===== src/als_pkg.sv =====
// Shared constants for the addressable LED serializer: field widths,
// configuration register indexes and their values after reset. No dependencies.
package als_pkg;

  localparam int unsigned TICK_W   = 16;
  localparam int unsigned COLOR_W  = 8;
  localparam int unsigned WORD_W   = 3 * COLOR_W;
  localparam int unsigned BIT_IDX_W = 5;
  localparam int unsigned LED_CNT_W = 11;
  localparam int unsigned LED_IDX_W = 10;
  localparam int unsigned CFG_IDX_W = 3;
  localparam int unsigned CFG_DATA_W = 16;

  localparam logic [BIT_IDX_W-1:0] LAST_BIT = BIT_IDX_W'(WORD_W - 1);
  localparam logic [LED_CNT_W-1:0] MAX_LEDS = LED_CNT_W'(1024);

  typedef enum logic [CFG_IDX_W-1:0] {
    REG_ONE_ACTIVE  = 3'd0,
    REG_ONE_IDLE    = 3'd1,
    REG_ZERO_ACTIVE = 3'd2,
    REG_ZERO_IDLE   = 3'd3,
    REG_RESET_TICKS = 3'd4,
    REG_LED_COUNT   = 3'd5,
    REG_INVERT      = 3'd6
  } cfg_reg_t;

  localparam logic [TICK_W-1:0]    RST_ONE_ACTIVE  = 16'd14;
  localparam logic [TICK_W-1:0]    RST_ONE_IDLE    = 16'd0;
  localparam logic [TICK_W-1:0]    RST_ZERO_ACTIVE = 16'd8;
  localparam logic [TICK_W-1:0]    RST_ZERO_IDLE   = 16'd3;
  localparam logic [TICK_W-1:0]    RST_RESET_TICKS = 16'd10;
  localparam logic [LED_CNT_W-1:0] RST_LED_COUNT   = 11'd16;
  localparam logic                 RST_INVERT      = 1'b1;

endpackage


===== src/addressable_led_serializer.sv =====
// Addressable LED serializer: one beat in per time-base tick, one beat out.
// Depends on als_pkg for widths, register indexes and reset values.
//
// A result beat is registered and presented in the cycle after its tick beat is accepted.
// Throughput: one tick per cycle; the output register is refilled in the same
// cycle it is drained, so in_stall only rises while a held result is stalled.
// Reset (rst_n low, synchronous): frame engine idle, output register empty,
// configuration registers back to their defaults.
module addressable_led_serializer
  import als_pkg::*;
(
  input  logic                  clk,
  input  logic                  rst_n,
  // tick channel
  input  logic                  in_valid,
  output logic                  in_stall,
  input  logic                  in_start_req,
  input  logic [COLOR_W-1:0]    in_green,
  input  logic [COLOR_W-1:0]    in_red,
  input  logic [COLOR_W-1:0]    in_blue,
  // result channel
  output logic                  out_valid,
  input  logic                  out_stall,
  output logic                  out_pin_level,
  output logic                  out_busy_res,
  output logic                  out_frame_done,
  // configuration writes
  input  logic                  cfg_we,
  input  logic [CFG_IDX_W-1:0]  cfg_index,
  input  logic [CFG_DATA_W-1:0] cfg_data
);

  typedef enum logic [1:0] {
    PH_IDLE,
    PH_RESET,
    PH_ACTIVE,
    PH_GAP
  } phase_t;

  // configuration registers
  logic [TICK_W-1:0]    one_active_r, one_idle_r, zero_active_r, zero_idle_r;
  logic [TICK_W-1:0]    reset_ticks_r;
  logic [LED_CNT_W-1:0] led_count_r;
  logic                 invert_r;

  // frame engine state
  phase_t               phase_r, phase_nxt;
  logic [TICK_W-1:0]    tick_r, tick_nxt;
  logic [BIT_IDX_W-1:0] bit_r, bit_nxt;
  logic [LED_IDX_W-1:0] led_r, led_nxt;
  logic [WORD_W-1:0]    color_r, color_nxt;

  // output register
  logic out_valid_r, out_valid_nxt;
  logic out_pin_r, out_busy_r, out_done_r;

  logic                 in_fire;
  logic                 active, busy, done, fin;
  logic [TICK_W-1:0]    gap;
  logic [LED_CNT_W-1:0] eff_count;
  logic [LED_CNT_W-1:0] led_inc;

  // Active pulse length for a bit; a zero length stretches to one tick.
  function automatic logic [TICK_W-1:0] act_len(
    input logic              bitv,
    input logic [TICK_W-1:0] one_len,
    input logic [TICK_W-1:0] zero_len
  );
    logic [TICK_W-1:0] a;
    a = bitv ? one_len : zero_len;
    return (a == '0) ? TICK_W'(1) : a;
  endfunction

  // Accept a tick whenever the output register is empty or drains this cycle.
  assign in_stall = out_valid_r & out_stall;
  assign in_fire  = in_valid & ~in_stall;

  // Clamp the chain length into 1..MAX_LEDS.
  always_comb begin
    if (led_count_r == '0) begin
      eff_count = LED_CNT_W'(1);
    end else if (led_count_r > MAX_LEDS) begin
      eff_count = MAX_LEDS;
    end else begin
      eff_count = led_count_r;
    end
  end

  // One tick of the frame engine. Stages follow the frame order: start latch,
  // leave the reset period, count the active or gap phase, then finish a bit.
  always_comb begin
    phase_nxt = phase_r;
    tick_nxt  = tick_r;
    bit_nxt   = bit_r;
    led_nxt   = led_r;
    color_nxt = color_r;
    active    = 1'b0;
    busy      = 1'b0;
    done      = 1'b0;
    fin       = 1'b0;
    gap       = '0;
    led_inc   = '0;

    // Start: latch the GRB word; the start tick already counts toward reset.
    if (phase_r == PH_IDLE && in_start_req) begin
      color_nxt = {in_green, in_red, in_blue};
      bit_nxt   = '0;
      led_nxt   = '0;
      phase_nxt = PH_RESET;
      tick_nxt  = reset_ticks_r;
    end

    if (phase_nxt != PH_IDLE) begin
      busy = 1'b1;
      // Reset period over (or empty): the first bit begins on this tick.
      if (phase_nxt == PH_RESET && tick_nxt == '0) begin
        phase_nxt = PH_ACTIVE;
        tick_nxt  = act_len(color_nxt[LAST_BIT - bit_nxt], one_active_r, zero_active_r);
      end
      case (phase_nxt)
        PH_RESET: begin
          tick_nxt = tick_nxt - TICK_W'(1);
        end
        PH_ACTIVE: begin
          active   = 1'b1;
          tick_nxt = tick_nxt - TICK_W'(1);
          if (tick_nxt == '0) begin
            gap = color_nxt[LAST_BIT - bit_nxt] ? one_idle_r : zero_idle_r;
            if (gap == '0) begin
              fin = 1'b1;
            end else begin
              phase_nxt = PH_GAP;
              tick_nxt  = gap;
            end
          end
        end
        PH_GAP: begin
          if (tick_nxt != '0) begin
            tick_nxt = tick_nxt - TICK_W'(1);
          end
          if (tick_nxt == '0) begin
            fin = 1'b1;
          end
        end
        default: ;
      endcase
    end

    // Finish a bit: advance bit and LED, end the frame or start the next bit.
    if (fin) begin
      if (bit_nxt == LAST_BIT) begin
        bit_nxt = '0;
        led_inc = {1'b0, led_nxt} + LED_CNT_W'(1);
        if (led_inc >= eff_count) begin
          phase_nxt = PH_IDLE;
          tick_nxt  = '0;
          led_nxt   = '0;
          done      = 1'b1;
        end else begin
          led_nxt = led_inc[LED_IDX_W-1:0];
        end
      end else begin
        bit_nxt = bit_nxt + BIT_IDX_W'(1);
      end
      if (!done) begin
        phase_nxt = PH_ACTIVE;
        tick_nxt  = act_len(color_nxt[LAST_BIT - bit_nxt], one_active_r, zero_active_r);
      end
    end
  end

  // Hold a stalled result, load a fresh one on every accepted tick.
  assign out_valid_nxt = in_fire | (out_valid_r & out_stall);

  always_ff @(posedge clk) begin
    if (!rst_n) begin
      one_active_r  <= RST_ONE_ACTIVE;
      one_idle_r    <= RST_ONE_IDLE;
      zero_active_r <= RST_ZERO_ACTIVE;
      zero_idle_r   <= RST_ZERO_IDLE;
      reset_ticks_r <= RST_RESET_TICKS;
      led_count_r   <= RST_LED_COUNT;
      invert_r      <= RST_INVERT;
      phase_r       <= PH_IDLE;
      tick_r        <= '0;
      bit_r         <= '0;
      led_r         <= '0;
      out_valid_r   <= 1'b0;
    end else begin
      if (cfg_we) begin
        case (cfg_index)
          REG_ONE_ACTIVE:  one_active_r  <= cfg_data;
          REG_ONE_IDLE:    one_idle_r    <= cfg_data;
          REG_ZERO_ACTIVE: zero_active_r <= cfg_data;
          REG_ZERO_IDLE:   zero_idle_r   <= cfg_data;
          REG_RESET_TICKS: reset_ticks_r <= cfg_data;
          REG_LED_COUNT:   led_count_r   <= cfg_data[LED_CNT_W-1:0];
          REG_INVERT:      invert_r      <= cfg_data[0];
          default: ;  // drop writes beyond the register list
        endcase
      end
      if (in_fire) begin
        phase_r <= phase_nxt;
        tick_r  <= tick_nxt;
        bit_r   <= bit_nxt;
        led_r   <= led_nxt;
      end
      out_valid_r <= out_valid_nxt;
    end
    // payload: no reset needed
    if (in_fire) begin
      color_r    <= color_nxt;
      out_pin_r  <= active ^ invert_r;
      out_busy_r <= busy;
      out_done_r <= done;
    end
  end

  assign out_valid      = out_valid_r;
  assign out_pin_level  = out_pin_r;
  assign out_busy_res   = out_busy_r;
  assign out_frame_done = out_done_r;

endmodule


===== config.mk =====
export PLATFORM = sky130hd
export DESIGN_NAME = addressable_led_serializer
export DESIGN_NICKNAME = d
export VERILOG_FILES = /design/src/als_pkg.sv /design/src/addressable_led_serializer.sv
export SDC_FILE = /design/constraint.sdc
export NUM_CORES = 1
export LEC_CHECK = 0
export BUFFER_PORTS_ARGS = -buffer_cell sky130_fd_sc_hd__buf_2
export CORE_ASPECT_RATIO = 0.9
export CORE_UTILIZATION = 23
export DETAILED_ROUTE_END_ITERATION = 16
export REMOVE_ABC_BUFFERS = 1
export SETUP_SLACK_MARGIN = 0.3
export SYNTH_ARGS = -nofsm -noshare
export SYNTH_HDL_FRONTEND = slang
export SYNTH_SLANG_ARGS = --single-unit

===== constraint.sdc =====
create_clock -name clk -period 18.2 [get_ports clk]
set_clock_uncertainty 0.1 [all_clocks]
set_input_delay 2.73 -clock clk [delete_from_list [all_inputs] [get_ports clk]]
set_output_delay 2.73 -clock clk [all_outputs]
set_load 0.01 [all_outputs]

==> results.json <==
{
  "status": "complete, no violations",
  "critPathMaxStageDelay_ns": 0.65,
  "worstPathArrival_ns": 9.15,
  "rsz0062_at_grt": "no",
  "power_density_mw_per_mm2": 87.29,
  "layout_min_cycle_time_ns": 8.864,
  "r2r_end": "led_r[0]",
  "min_path_type": "flop to flop",
  "yosysWarnings": 0,
  "post_cts_buffers": 0,
  "drt_wl_total_mm": 34.63,
  "grt_max_degree": 59,
  "stdcell_area_mm2": 0.01055,
  "clock_path_buffers": 2,
  "yosys.cell_types.count": 81,
  "drt_iter0_drc": 881,
  "drc_errors": 0,
  "vias": 8873,
  "core_area_mm2": 0.03945,
  "port_buffers": 53,
  "finalSetupViolCount": 0,
  "finalHoldViolCount": 0,
  "grt_pass1_vias": 8329,
  "htreeDepth": 4,
  "dieWidth_um": 212.8,
  "avgRoutedWirePerCell_um": 20.07,
  "fmax_mhz": 112.8,
  "r2r_cells": 20,
  "cp_max_fo": 49,
  "final_util": 0.2675,
  "antennaDiodeCount": 0,
  "path_class": "input port to flop",
  "crit_chain": "buf_2, or3b_2, buf_4, nand2_1, ha_1, a21oi_1, o311ai_2, nand3_4, mux2_1, o21ai_1, inv_1, ha_1, xor2_1, a2111oi_2, nand2_1, and4bb_1, o2bb2ai_1, buf_4, nand3_1, nor2b_1, mux2_2",
  "synth_seq_cells": 153,
  "critPathRequiredTime_ns": 18.49,
  "place.gp.congestion": 1.017,
  "finalCritPeriodShare": 0.4870,
  "drive_above_1_share": 0.1115,
  "drv_slew": 0,
  "hold_buffers": 0,
  "grt_pass1_wl_mm": 52.58,
  "synth_top_area_frac": 0.2742,
  "min_to": "led_count_r[2]",
  "antenna_found_initial": 1,
  "synth_area_leaders": "dfxtp_1 (27%), nand2_1 (13%), edfxtp_1 (8.8%)",
  "syn_area_per_cell_um2": 7.923,
  "ctsResizeCount": 0,
  "cp.depth": 21,
  "layout.nets": 1244,
  "ys.flop_type": "dfxtp_1",
  "via_per_inst": 5.144,
  "peakVddDrop_mv": 0.07006,
  "rows": 69,
  "place_ws_ns": 8.921,
  "synth.largest_area_cell": "dfxtp_1",
  "firstDrtPassIters": 8,
  "die_y_um": 191.7,
  "ys_seq_area_frac": 0.3624,
  "critPathBufInv": 4,
  "multiInputGateArea_mm2": 0.005574,
  "startpoint_type": "input port",
  "worst_slack_ns": 9.336,
  "drv_cap": 0,
  "cts_made_buffers": 17,
  "max_slew_margin": 0.2574,
  "cts_tree": "built",
  "synthToLayoutAreaGrowth_pct": 14.72,
  "setup_tns_ns": 0,
  "path_clk_slew_ns": 0.06,
  "cts-root-buf": "clkbuf_16",
  "insertion_delay_ns": 0.45,
  "grt_overflow": 0,
  "synthCells": 1161,
  "hpwl_mm": 25.95,
  "regArea_mm2": 0.003333,
  "postRouteAntennaNets": 0,
  "start_util": 0.2332,
  "end_kind": "flop",
  "syn_area_mm2": 0.009199,
  "crit_family": "simple AND/OR/NAND/NOR gates",
  "p_leak_nw": 3.847,
  "min_from": "led_count_r[2]",
  "postPlaceCellArea_mm2": 0.009962,
  "dieArea_mm2": 0.04080,
  "r2r_slack_ns": 11.00,
  "async_flop_share": 0,
  "nFillCells": 4281,
  "ios": 54,
  "cpMaxStageDelayCell": "nand3_4",
  "holdPathStages": 2,
  "cts_sinks": 153,
  "synth_edf_count": 27,
  "grt_util_all_layers": 0.1725,
  "reg2reg_from": "phase_r[0]",
  "tightest_slew_ns": 1.110
}
==> worst max path at each step <==
| stage | from | end |
|---|---|---|
| CTS | in_start_req | led_r[0] |
| floorplan | in_start_req | led_r[0] |
| global route | in_start_req | led_r[0] |
| finish | in_start_req | led_r[0] |
| global placement | in_start_req | led_r[0] |
| detailed placement | in_start_req | led_r[0] |
==> worst min-delay path: stages, from the launching register on <==
cell and delay (ns):
dfxtp_1 0.32, nand2_1 0.06, a21oi_1 0.05
==> metal layers <==
layer	part of all wire	track usage	vias up	routed length, um
met5	0.00043	0	-	15
met4	0.018	0.04981	2	617
met3	0.070	0.03254	42	2424
met2	0.42	0.2555	331	14680
met1	0.49	0.2509	4299	16890
li1	-	-	4199	-
==> report_power, final <==
part / internal, mW / switching [mW] / total, mW / leakage (nW)
Sequential: 0.361 / 0.0153 / 0.376 / 1.29
Combinational: 0.0635 / 0.120 / 0.183 / 2.27
Clock: 0.206 / 0.156 / 0.361 / 0.291
==> cell families (layout without fill, tap and decap cells) <==
| group | Yosys count | count (layout) | synth area share |
|---|---|---|---|
| buf+inv | 76 | 108 | 0.03359 |
| flops | 153 | 153 | 0.3624 |
| fa+ha+maj | 15 | 15 | 0.02040 |
| xor+xnor | 21 | 21 | 0.01999 |
| mux | 77 | 77 | 0.09480 |
| compound gates | 271 | 271 | 0.2019 |
| simple gates | 548 | 548 | 0.2670 |
==> cell usage after synthesis, types with 3 or more instances <==
| master | instances |
|---|---|
| nand2_1 | 321 |
| o211a_1 | 4 |
| or4_1 | 5 |
| nor3_1 | 14 |
| nor2b_1 | 10 |
| buf_2 | 7 |
| xnor2_1 | 13 |
| mux2_2 | 8 |
| a22o_1 | 7 |
| mux2i_1 | 59 |
| a32oi_1 | 6 |
| a21boi_0 | 39 |
| nand3_1 | 32 |
| o31ai_1 | 7 |
| xor2_1 | 8 |
| nand2b_1 | 7 |
| a31oi_1 | 15 |
| o211ai_1 | 9 |
| and2_1 | 9 |
| clkbuf_1 | 48 |
| dfxtp_1 | 126 |
| o21ai_1 | 11 |
| ha_1 | 15 |
| a211oi_1 | 7 |
| nor4_1 | 20 |
| o21a_1 | 17 |
| nor2_1 | 76 |
| mux2_1 | 3 |
| o21ai_0 | 32 |
| o22ai_1 | 8 |
| o221ai_1 | 3 |
| and3_1 | 8 |
| inv_1 | 11 |
| nor4_2 | 3 |
| edfxtp_1 | 27 |
| buf_1 | 6 |
| a21oi_1 | 72 |
| nand4_1 | 15 |
| or3_1 | 8 |
| mux4_2 | 7 |
| o32ai_1 | 5 |
| a21o_1 | 3 |
==> sequential cells by signal, indices dropped and copies added (netlist names) <==
register,flops
bit_r,5
color_r,24
invert_r,1
led_count_r,11
led_r,10
one_active_r,16
one_idle_r,16
out_busy_res,1
out_frame_done,1
out_pin_level,1
out_valid,1
phase_r,2
reset_ticks_r,16
tick_r,16
zero_active_r,16
zero_idle_r,16
==> final cells by class <==
| cell class | count | area share |
|---|---|---|
| Multi-Input combinational cell | 932 | 0.5282 |
| Sequential cell | 153 | 0.3159 |
| Tap cell | 532 | 0.06308 |
| Clock buffer | 21 | 0.04565 |
| Timing Repair Buffer | 63 | 0.03225 |
| Clock inverter | 11 | 0.01032 |
| Inverter | 13 | 0.004624 |
==> stage by stage <==
step	hold WS, ns	instances	total power [mW]
2_1_floorplan	0.3432	1098	0.4933
3_3_place_gp	0.3601	1693	0.5648
3_5_place_dp	0.3705	1693	0.5620
4_1_cts	0.3791	1725	0.9218
5_1_grt	0.3934	1725	0.9539
6_report	0.3733	1725	0.9212
==> placed cells by master (no fill, tap or decap), drive strengths merged, types with 17 or more instances in the layout <==
cell / n
edfxtp: 27
o21ai: 43
buf: 63
a21boi: 39
mux2i: 59
nor2: 76
nand2: 322
a21oi: 72
dfxtp: 126
nand3: 34
o21a: 17
nor4: 23
clkbuf: 21
Power figures use the tool's default switching activity.
